## src/hw/rtl/assert_macros.svh

```systemverilog
// Assertion macros shared by the RTL of the byte stream hash.
// Depends on nothing; included by modules that check their own logic.
`ifndef ASSERT_MACROS_SVH
`define ASSERT_MACROS_SVH

// Property must hold on every rising clock edge outside reset.
`define ASSERT_ALWAYS(label, clk, rst, prop, msg) \
   label: assert property (@(posedge clk) disable iff (rst) (prop)) else $error(msg);

// Antecedent implies consequent in the same cycle.
`define ASSERT_IMPLY(label, clk, rst, ante, cons, msg) \
   label: assert property (@(posedge clk) disable iff (rst) (ante) |-> (cons)) else $error(msg);

// Antecedent implies consequent in the next cycle.
`define ASSERT_NEXT(label, clk, rst, ante, cons, msg) \
   label: assert property (@(posedge clk) disable iff (rst) (ante) |=> (cons)) else $error(msg);

`endif

```

## src/hw/rtl/sha256_pkg.sv

```systemverilog
// Package for the byte stream hash: round constants, initial hash and helpers.
// Depends on nothing; used by the round core and the top level.
package sha256_pkg;

   localparam int unsigned WORD_W = 32;
   localparam int unsigned NUM_ROUNDS = 64;
   localparam int unsigned BLOCK_BYTES = 64;

   localparam logic [7:0] PAD_BYTE = 8'h80;

   typedef logic [WORD_W-1:0] word_type;

   typedef struct packed {
      logic start;
      logic busy;
      logic done;
   } core_ctl_type;

   function automatic word_type round_const(input logic [5:0] idx);
      word_type k;
      case (idx)
         6'd0: k = 32'h428a2f98;  6'd1: k = 32'h71374491;  6'd2: k = 32'hb5c0fbcf;
         6'd3: k = 32'he9b5dba5;  6'd4: k = 32'h3956c25b;  6'd5: k = 32'h59f111f1;
         6'd6: k = 32'h923f82a4;  6'd7: k = 32'hab1c5ed5;  6'd8: k = 32'hd807aa98;
         6'd9: k = 32'h12835b01;  6'd10: k = 32'h243185be; 6'd11: k = 32'h550c7dc3;
         6'd12: k = 32'h72be5d74; 6'd13: k = 32'h80deb1fe; 6'd14: k = 32'h9bdc06a7;
         6'd15: k = 32'hc19bf174; 6'd16: k = 32'he49b69c1; 6'd17: k = 32'hefbe4786;
         6'd18: k = 32'h0fc19dc6; 6'd19: k = 32'h240ca1cc; 6'd20: k = 32'h2de92c6f;
         6'd21: k = 32'h4a7484aa; 6'd22: k = 32'h5cb0a9dc; 6'd23: k = 32'h76f988da;
         6'd24: k = 32'h983e5152; 6'd25: k = 32'ha831c66d; 6'd26: k = 32'hb00327c8;
         6'd27: k = 32'hbf597fc7; 6'd28: k = 32'hc6e00bf3; 6'd29: k = 32'hd5a79147;
         6'd30: k = 32'h06ca6351; 6'd31: k = 32'h14292967; 6'd32: k = 32'h27b70a85;
         6'd33: k = 32'h2e1b2138; 6'd34: k = 32'h4d2c6dfc; 6'd35: k = 32'h53380d13;
         6'd36: k = 32'h650a7354; 6'd37: k = 32'h766a0abb; 6'd38: k = 32'h81c2c92e;
         6'd39: k = 32'h92722c85; 6'd40: k = 32'ha2bfe8a1; 6'd41: k = 32'ha81a664b;
         6'd42: k = 32'hc24b8b70; 6'd43: k = 32'hc76c51a3; 6'd44: k = 32'hd192e819;
         6'd45: k = 32'hd6990624; 6'd46: k = 32'hf40e3585; 6'd47: k = 32'h106aa070;
         6'd48: k = 32'h19a4c116; 6'd49: k = 32'h1e376c08; 6'd50: k = 32'h2748774c;
         6'd51: k = 32'h34b0bcb5; 6'd52: k = 32'h391c0cb3; 6'd53: k = 32'h4ed8aa4a;
         6'd54: k = 32'h5b9cca4f; 6'd55: k = 32'h682e6ff3; 6'd56: k = 32'h748f82ee;
         6'd57: k = 32'h78a5636f; 6'd58: k = 32'h84c87814; 6'd59: k = 32'h8cc70208;
         6'd60: k = 32'h90befffa; 6'd61: k = 32'ha4506ceb; 6'd62: k = 32'hbef9a3f7;
         default: k = 32'hc67178f2;
      endcase
      return k;
   endfunction

   function automatic word_type init_hash(input logic [2:0] idx);
      word_type h;
      case (idx)
         3'd0: h = 32'h6a09e667;
         3'd1: h = 32'hbb67ae85;
         3'd2: h = 32'h3c6ef372;
         3'd3: h = 32'ha54ff53a;
         3'd4: h = 32'h510e527f;
         3'd5: h = 32'h9b05688c;
         3'd6: h = 32'h1f83d9ab;
         default: h = 32'h5be0cd19;
      endcase
      return h;
   endfunction

   function automatic word_type rotr(input word_type x, input int unsigned n);
      return (x >> n) | (x << (WORD_W - n));
   endfunction

endpackage

```

## src/hw/rtl/sha256_core.sv

```systemverilog
// Compression core: 64 rounds, one per cycle except that rounds 0..15 wait for
// word_valid; the rolling schedule sits in a 16-word memory. Depends on sha256_pkg and assert_macros.svh.
`include "assert_macros.svh"
module sha256_core
   import sha256_pkg::*;
(
   input  logic         clock,
   input  logic         reset,
   input  logic         start,       // begin a block; word 0 follows with word_valid
   input  logic         word_valid,  // block word t is on word_in
   input  word_type     word_in,
   input  word_type     hin [8],
   output logic         busy,
   output logic         done,        // one-cycle pulse, hout valid
   output word_type     hout [8]
);

   // Schedule memory: one write and two reads per cycle, the write only when the round steps; read data registered.
   // Round t needs w[t-2], w[t-7], w[t-15], w[t-16]; reads of w[t-15] and w[t-16]
   // come from the memory a cycle ahead; w[t-2] and w[t-7] from a short tap line.
   word_type sched_mem [16];
   word_type rd15_ff, rd16_ff;
   word_type tap_ff [7];           // tap_ff[0] = w[t-1] ... tap_ff[6] = w[t-7]
   word_type tap_in [7];

   logic [6:0] round_ff, round_in;  // 0..64, 64 = done
   logic       run_ff, run_in;
   word_type   var_ff [8];
   word_type   var_in [8];

   logic [5:0] rnd;
   word_type   w_cur, s0, s1, t1, t2, ev, av;
   logic [3:0] rd15_addr, rd16_addr;

   assign rnd = round_ff[5:0];

   always_comb begin
      s0 = rotr(rd15_ff, 7) ^ rotr(rd15_ff, 18) ^ (rd15_ff >> 3);
      s1 = rotr(tap_ff[1], 17) ^ rotr(tap_ff[1], 19) ^ (tap_ff[1] >> 10);
      if (rnd < 6'd16) begin
         w_cur = word_in;
      end else begin
         w_cur = rd16_ff + s0 + tap_ff[6] + s1;
      end
      ev = var_ff[4];
      av = var_ff[0];
      t1 = var_ff[7] + (rotr(ev, 6) ^ rotr(ev, 11) ^ rotr(ev, 25)) +
           ((ev & var_ff[5]) ^ (~ev & var_ff[6])) + round_const(rnd) + w_cur;
      t2 = (rotr(av, 2) ^ rotr(av, 13) ^ rotr(av, 22)) +
           ((av & var_ff[1]) ^ (av & var_ff[2]) ^ (var_ff[1] & var_ff[2]));
      // Addresses for the next round t+1: w[t-14] and w[t-15].
      rd15_addr = rnd[3:0] + 4'd2;
      rd16_addr = rnd[3:0] + 4'd1;
   end

   logic step;
   assign step = run_ff && (rnd >= 6'd16 || word_valid);

   always_comb begin
      round_in = round_ff;
      run_in   = run_ff;
      for (int j = 0; j < 8; j++) var_in[j] = var_ff[j];
      for (int j = 0; j < 7; j++) tap_in[j] = tap_ff[j];
      if (start) begin
         run_in   = 1'b1;
         round_in = '0;
         for (int j = 0; j < 8; j++) var_in[j] = hin[j];
      end else if (step) begin
         round_in = round_ff + 7'd1;
         if (round_ff == 7'(NUM_ROUNDS - 1)) run_in = 1'b0;
         var_in[7] = var_ff[6];
         var_in[6] = var_ff[5];
         var_in[5] = var_ff[4];
         var_in[4] = var_ff[3] + t1;
         var_in[3] = var_ff[2];
         var_in[2] = var_ff[1];
         var_in[1] = var_ff[0];
         var_in[0] = t1 + t2;
         tap_in[0] = w_cur;
         for (int j = 1; j < 7; j++) tap_in[j] = tap_ff[j-1];
      end
   end

   always_ff @(posedge clock) begin
      if (reset) begin
         run_ff   <= 1'b0;
         round_ff <= '0;
      end else begin
         run_ff   <= run_in;
         round_ff <= round_in;
      end
      for (int j = 0; j < 8; j++) var_ff[j] <= var_in[j];
      for (int j = 0; j < 7; j++) tap_ff[j] <= tap_in[j];
   end

   // Memory port: write the current schedule word, read two for the next round.
   // Round t writes w[t] at t%16 while reading (t+2)%16 and (t+1)%16; these never
   // collide with the write address, so no forwarding is needed.
   always_ff @(posedge clock) begin
      if (step) begin
         sched_mem[rnd[3:0]] <= w_cur;
      end
      rd15_ff <= sched_mem[rd15_addr];
      rd16_ff <= sched_mem[rd16_addr];
   end

   logic done_ff;
   always_ff @(posedge clock) begin
      if (reset) done_ff <= 1'b0;
      else       done_ff <= step && (round_ff == 7'(NUM_ROUNDS - 1));
   end

   assign busy = run_ff;
   assign done = done_ff;
   always_comb begin
      for (int j = 0; j < 8; j++) hout[j] = hin[j] + var_ff[j];
   end

   `ASSERT_IMPLY(a_no_start_busy, clock, reset, start, !run_ff, "start while core busy")
   `ASSERT_NEXT(a_done_ends_run, clock, reset, done_ff, !run_ff || start, "core still runs after done")
   `ASSERT_IMPLY(a_round_range, clock, reset, run_ff, round_ff < 7'(NUM_ROUNDS), "round out of range")

endmodule

```

## src/hw/rtl/sha256_byte_stream_hash.sv

```systemverilog
// SHA-256 over a byte stream: the request channel delivers message bytes, the
// response channel returns eight digest words per message.
// Header for the user of the block:
//   Request: req_tdata[7:0] is the byte, req_tuser marks it valid, req_tlast
//   ends the message (a request with req_tuser low and req_tlast high closes
//   the message as it stands, so an empty message is fine).
//   Bytes are packed into 32-bit words for the round core. Every fourth valid
//   byte is followed by ST_FEED, with req_tready low while the word is handed
//   over; word 0 of a block first waits for the previous block to finish and
//   then starts the core before the word is handed over. On a last request the
//   block pads (0x80, zeros, 64-bit bit length) and runs one or two more blocks;
//   once the core's done pulse has moved it to ST_OUT, it presents eight
//   response words, word 0 first, rsp_tlast on word 7. The response words are
//   held while rsp_tready is low; no new request is taken until all eight are
//   gone and state ST_RST has reloaded the initial hash.
//   Reset (synchronous, active high) returns to the initial hash with an empty
//   message; no clearing pass is needed.
`include "assert_macros.svh"
module sha256_byte_stream_hash
   import sha256_pkg::*;
(
   input  logic        clock,
   input  logic        reset,
   input  logic        req_tvalid,
   output logic        req_tready,
   input  logic [7:0]  req_tdata,   // [7:0] data_byte
   input  logic        req_tuser,   // [0] byte_valid
   input  logic        req_tlast,   // last_byte
   output logic        rsp_tvalid,
   input  logic        rsp_tready,
   output logic [39:0] rsp_tdata,   // [31:0] digest_word, [34:32] word_index, zeros
   output logic        rsp_tlast    // last_word
);

   typedef enum logic [5:0] {
      ST_IDLE = 6'b000001,
      ST_FEED = 6'b000010,   // waiting for the core to take a word
      ST_PAD  = 6'b000100,   // generating padding words
      ST_WAIT = 6'b001000,   // final block compressing
      ST_OUT  = 6'b010000,
      ST_RST  = 6'b100000    // reload the initial hash
   } state_type;

   state_type  state_ff, state_in;
   word_type   hash_ff [8];
   word_type   hash_in [8];
   word_type   acc_ff, acc_in;      // byte packer
   logic [5:0] fill_ff, fill_in;    // bytes in block
   logic [63:0] len_ff, len_in;
   logic       pad_second_ff, pad_second_in;
   logic       closing_ff, closing_in;   // pad block(s) follow
   logic [3:0] pwidx_ff, pwidx_in;       // word index within pad block
   logic       pad80_ff, pad80_in;       // 0x80 byte already placed
   logic [2:0] oidx_ff, oidx_in;
   logic       started_ff, started_in;   // core started, word 0 not yet taken

   logic       core_start, core_wv, core_busy, core_done;
   word_type   core_word, core_hout [8];
   core_ctl_type ctl;

   sha256_core u_core (
      .clock(clock), .reset(reset), .start(core_start), .word_valid(core_wv),
      .word_in(core_word), .hin(hash_ff), .busy(core_busy), .done(core_done),
      .hout(core_hout)
   );

   assign ctl.start = core_start;
   assign ctl.busy  = core_busy;
   assign ctl.done  = core_done;

   logic acc_req;
   word_type packed_w;
   logic [63:0] bits;
   assign acc_req = req_tvalid && req_tready;
   assign bits    = {len_ff[60:0], 3'b000};

   always_comb begin
      state_in = state_ff;
      acc_in = acc_ff; fill_in = fill_ff; len_in = len_ff;
      pad_second_in = pad_second_ff; closing_in = closing_ff;
      pwidx_in = pwidx_ff; pad80_in = pad80_ff; oidx_in = oidx_ff;
      started_in = started_ff;
      for (int j = 0; j < 8; j++) hash_in[j] = hash_ff[j];
      req_tready = 1'b0;
      core_start = 1'b0; core_wv = 1'b0; core_word = acc_ff;
      packed_w = acc_ff;

      if (core_done) begin
         for (int j = 0; j < 8; j++) hash_in[j] = core_hout[j];
      end

      case (state_ff)
         ST_IDLE: begin
            req_tready = !core_done;
            if (acc_req) begin
               if (req_tuser) begin
                  packed_w = {acc_ff[23:0], req_tdata};
                  acc_in  = packed_w;
                  fill_in = fill_ff + 6'd1;
                  len_in  = len_ff + 64'd1;
                  if (fill_ff[1:0] == 2'd3) begin
                     // Word complete: hand it to the core from ST_FEED.
                     state_in = ST_FEED;
                  end
               end
               if (req_tlast) begin
                  closing_in = 1'b1;
                  if (!(req_tuser && fill_ff[1:0] == 2'd3)) state_in = ST_PAD;
               end
            end
         end
         ST_FEED: begin
            // Word 0 needs a start pulse first; later words are taken while busy.
            core_word = acc_ff;
            if (fill_ff[5:2] == 4'd1 && !started_ff) begin
               if (!core_busy && !core_done) begin
                  core_start = 1'b1;
                  started_in = 1'b1;
               end
            end else if (core_busy) begin
               core_wv = 1'b1;
               started_in = 1'b0;
               state_in = closing_ff ? ST_PAD : ST_IDLE;
            end
         end
         ST_PAD: begin
            // Build one pad word: the partial word in acc_ff with 0x80, then zeros and the bit length.
            logic [3:0] widx;
            logic [1:0] nb;
            widx = pwidx_ff;
            nb   = fill_ff[1:0];
            if (!pad80_ff) begin
               widx = fill_ff[5:2];
               case (nb)
                  2'd0: packed_w = {PAD_BYTE, 24'h0};
                  2'd1: packed_w = {acc_ff[7:0], PAD_BYTE, 16'h0};
                  2'd2: packed_w = {acc_ff[15:0], PAD_BYTE, 8'h0};
                  default: packed_w = {acc_ff[23:0], PAD_BYTE};
               endcase
            end else if (widx == 4'd14 && !pad_second_ff) begin
               packed_w = bits[63:32];
            end else if (widx == 4'd15 && !pad_second_ff) begin
               packed_w = bits[31:0];
            end else begin
               packed_w = '0;
            end
            core_word = packed_w;
            if (widx == 4'd0 && !started_ff) begin
               if (!core_busy && !core_done) begin
                  core_start = 1'b1;
                  started_in = 1'b1;
               end
            end else if (core_busy) begin
               core_wv = 1'b1;
               started_in = 1'b0;
               pad80_in = 1'b1;
               pwidx_in = widx + 4'd1;
               if (!pad80_ff && widx >= 4'd14) pad_second_in = 1'b1;
               if (widx == 4'd15) begin
                  if (pad_second_ff || (!pad80_ff && widx >= 4'd14)) begin
                     pad_second_in = 1'b0;
                     pwidx_in = 4'd0;
                  end else begin
                     state_in = ST_WAIT;
                  end
               end
            end
            // A second pad block restarts at word 0 with only zeros and length.
            if (pad_second_ff && widx == 4'd0 && pad80_ff) begin
               packed_w = '0;
               core_word = packed_w;
            end
         end
         ST_WAIT: begin
            if (core_done) begin
               state_in = ST_OUT;
               oidx_in = '0;
            end
         end
         ST_OUT: begin
            if (rsp_tready) begin
               oidx_in = oidx_ff + 3'd1;
               if (oidx_ff == 3'd7) state_in = ST_RST;
            end
         end
         ST_RST: begin
            for (int j = 0; j < 8; j++) hash_in[j] = init_hash(3'(j));
            fill_in = '0; len_in = '0; closing_in = 1'b0;
            pwidx_in = '0; pad80_in = 1'b0; pad_second_in = 1'b0;
            started_in = 1'b0;
            state_in = ST_IDLE;
         end
         default: state_in = ST_IDLE;
      endcase
   end

   always_ff @(posedge clock) begin
      if (reset) begin
         state_ff <= ST_IDLE;
         fill_ff <= '0; len_ff <= '0;
         closing_ff <= 1'b0; pad_second_ff <= 1'b0;
         pwidx_ff <= '0; pad80_ff <= 1'b0; oidx_ff <= '0;
         started_ff <= 1'b0;
         for (int j = 0; j < 8; j++) hash_ff[j] <= init_hash(3'(j));
      end else begin
         state_ff <= state_in;
         fill_ff <= fill_in; len_ff <= len_in;
         closing_ff <= closing_in; pad_second_ff <= pad_second_in;
         pwidx_ff <= pwidx_in; pad80_ff <= pad80_in; oidx_ff <= oidx_in;
         started_ff <= started_in;
         for (int j = 0; j < 8; j++) hash_ff[j] <= hash_in[j];
      end
      acc_ff <= acc_in;
   end

   assign rsp_tvalid = (state_ff == ST_OUT);
   assign rsp_tdata  = {5'b0, oidx_ff, hash_ff[oidx_ff]};
   assign rsp_tlast  = (oidx_ff == 3'd7);

   `ASSERT_IMPLY(a_no_req_out, clock, reset, rsp_tvalid, !req_tready, "request taken during output")
   `ASSERT_IMPLY(a_start_idle, clock, reset, ctl.start, !ctl.busy, "core started while busy")
   `ASSERT_IMPLY(a_out_core_idle, clock, reset, rsp_tvalid, !ctl.busy, "core busy during output")

endmodule

```

## config.mk

```make
export PLATFORM = sky130hd
export DESIGN_NAME = sha256_byte_stream_hash
export DESIGN_NICKNAME = d
export VERILOG_FILES = /design/src/hw/rtl/sha256_pkg.sv /design/src/hw/rtl/sha256_core.sv /design/src/hw/rtl/sha256_byte_stream_hash.sv
export VERILOG_INCLUDE_DIRS = /design/src /design/src/hw/rtl
export SDC_FILE = /design/constraint.sdc
export NUM_CORES = 2
export LEC_CHECK = 0
export BUFFER_PORTS_ARGS = -buffer_cell sky130_fd_sc_hd__buf_2
export CORE_ASPECT_RATIO = 1.1
export CORE_MARGIN = 4
export CORE_UTILIZATION = 49
export CTS_CLUSTER_SIZE = 24
export DETAILED_ROUTE_END_ITERATION = 6
export GPL_TIMING_DRIVEN = 0
export HOLD_SLACK_MARGIN = 0.12
export PLACE_DENSITY = 0.62
export SYNTH_ARGS = -nofsm -noshare
export SYNTH_HDL_FRONTEND = slang
export SYNTH_SLANG_ARGS = --single-unit
export TNS_END_PERCENT = 20
```

## constraint.sdc

```tcl
create_clock -name clock -period 11.7 [get_ports clock]
set_input_delay 2.34 -clock clock [delete_from_list [all_inputs] [get_ports clock]]
set_output_delay 2.34 -clock clock [all_outputs]
set_load 0.03 [all_outputs]
```

==> results.ini <==
[status]
status=finished with violations
violations=DRC, capacitance limit, slew limit

[timing]
finalSetupViolCount=0
worst_slew_pin_slew_ns=1.568
max_freq_ghz=0.09055
finalCritPeriodShare=0.9439
relSlewSlack=-0.04533
fin_worst_skew_ns=0.06922
setup_tns_ns=0
rsz0062_at_grt=false
worst_slack_ns=0.6569
slew_violations=44
hold_viol_final=0
period_needed_ns=11.04

[routing]
drt-total-wl_um=340200
wl_per_cell_um=33.19
drt_iter0_markers=8153
drc=1
ant_nets=0
via_per_inst=6.462
route.vias.total=66240
dr.pass1.iters=7

[die]
die_x_um=410.9
rows=162
io_pins=57
initial_core_util=0.4932
core_um2=177400
die_h_um=451.2
die-area_um2=185400

[grt]
gr-usage-all-layers=0.3612
antenna_found_initial=23
grt_max_degree=139
grt.overflow.total=0
grt_pass1_wl_um=474200
grt_pass1_vias=64080

[cells_and_area]
mostFrequentLayoutCells=edfxtp_1 (1024), nor2_1 (499), a21oi_1 (486), nand2_1 (473)
final_common_cell=edfxtp_1
final_cell_area_um2=97660
final_core_util=0.5506
areaGrowthSynthToFinish_pct=11.64
layout.nets=8329
drive_gt1_frac=0.1543

[min_path]
whs_path_depth=0
hp-class=reg -> reg

[flow_run]
cap_violations=5

[worst_setup_path]
cpMaxStageDelayCell=nor4b_1
crit_path_start_kind=register
reg2regPathDepth=40
crit_path_end_kind=register
required_ns=12.24
cpMostUsedCell=xnor2_1
crit_arrival_ns=11.59
cp_max_fo=7
max_stage_delay_ns=0.63
critPathKind=reg -> reg

[placed_design]
hpwl_um=256200
post_dp_cell_area_um2=92020
globalplace.congestion=1.019
place_ws_ns=0.7386
port_buffers=51

[yosys]
synth_area_per_cell_um2=11.76
synthArstFlopShare=0
yosys_warnings=0
ys.flop_type=edfxtp_1
synth_edf_count=1024
synth_area_um2=87480
yosysUniqueCellTypes=112
ys_ff_latch=1469
syn_inst=7436
yosysSeqAreaShare=0.4533

[clocking]
cts.hold.buffers_added=0
cts_max_level=4
tritoncts=done
cts_sinks=1469
numCtsBuffers=163
clk_pin_slew_ns=0.06
cts-root-buf=clkbuf_16
clkLatencyLatePin_ns=0.87
clockBufferDepth=3

==> cell usage after synthesis, types with 275 or more instances <==
master / instances / area [um2]
clkbuf_1: 282 / 1059
dfxtp_1: 445 / 8909
o21ai_0: 451 / 2257
nor2_1: 515 / 1933
xnor2_1: 394 / 3451
edfxtp_1: 1024 / 30750
a21oi_1: 499 / 2497
mux2_2: 275 / 3097
mux4_2: 385 / 8671
ha_1: 403 / 5042
nand2_1: 473 / 1775
inv_1: 358 / 1344
==> per-stage QoR <==
step	std cells	hold WS, ns
global placement	9869	0.4004
global route	10240	0.3714
finish	10250	0.3606
floorplan	7440	0.4003
CTS	10230	0.3512
detailed placement	9926	0.4045
==> worst paths after layout <==
check / start / endpoint / slack (ns)
worst max register to register: u_core.tap_ff[1][11] / u_core.var_ff[0][31] / 0.66
worst min-delay path: u_core.tap_ff[3][4] / u_core.tap_ff[4][4] / 0.36
worst min register to register: u_core.tap_ff[3][4] / u_core.tap_ff[4][4] / 0.36
worst max-delay path: u_core.tap_ff[1][11] / u_core.var_ff[0][31] / 0.66
==> routing by layer <==
| metal | global-route usage | up-vias | part of all wire | wire length (um) |
|---|---|---|---|---|
| met1 | 0.4458 | 32990 | 0.37 | 125400 |
| li1 | - | 28220 | - | - |
| met5 | 0 | - | 0.00023 | 78 |
| met2 | 0.5565 | 3963 | 0.45 | 151800 |
| met3 | 0.08738 | 1050 | 0.097 | 33130 |
| met4 | 0.2580 | 14 | 0.088 | 29830 |
==> registers in the layout, summed over array words and instances, names as in the netlist, 3 cells and up, named ones only <==
| register | count |
|---|---|
| hash_ff | 256 |
| u_core.var_ff | 256 |
| len_ff | 61 |
| u_core.tap_ff | 224 |
| u_core.rd16_ff | 32 |
| state_ff | 6 |
| acc_ff | 32 |
| pwidx_ff | 4 |
| u_core.sched_mem | 512 |
| u_core.rd15_ff | 32 |
| oidx_ff | 3 |
| fill_ff | 6 |
| u_core.round_ff | 7 |
==> logic make-up (layout without fill, tap and decap cells) <==
family,after synthesis,after routing,synth area share
muxes,758,758,0.1457
other,1,18,0.00004287
AOI/OAI and AO/OA,1658,1658,0.1173
adders and majority gates,617,617,0.1044
buffers and inverters,753,1172,0.03438
DFF,1469,1469,0.4533
and+or+nand+nor,1576,1576,0.08379
xor gates and xnor gates,604,604,0.06099
==> worst max-delay path, delay by kind of cell (launching register included) <==
family,cells,cell delay [ns]
compound gates,14,2.92
buf+inv,1,0.18
flops,1,0.54
xor+xnor,6,1.96
fa+ha+maj,7,2.98
simple gates,12,2.12
==> what timing repair did <==
item / 4_1_cts / 5_1_grt
endpoints found under the hold margin: 0 / 0
setup endpoints to repair: 0 / 1
gates resized for setup: 0 / 1
buffers inserted: 0 / 3
==> final cells by class <==
type                    count  area (um2)
clock buffers             240        4735
clock inverters            67       807.0
diodes                     13       32.53
flip-flops and latches   1469       39660
fillers                 15100       79700
well taps                2378        2975
repair buffers            112        1286
multi-input cells        5218       45130
inverters                 367        1381
plain buffers             386        1653
Power is left out: the tool's default activity adds up to more than one toggle a clock period on the data nets, which glitch-free logic cannot reach.
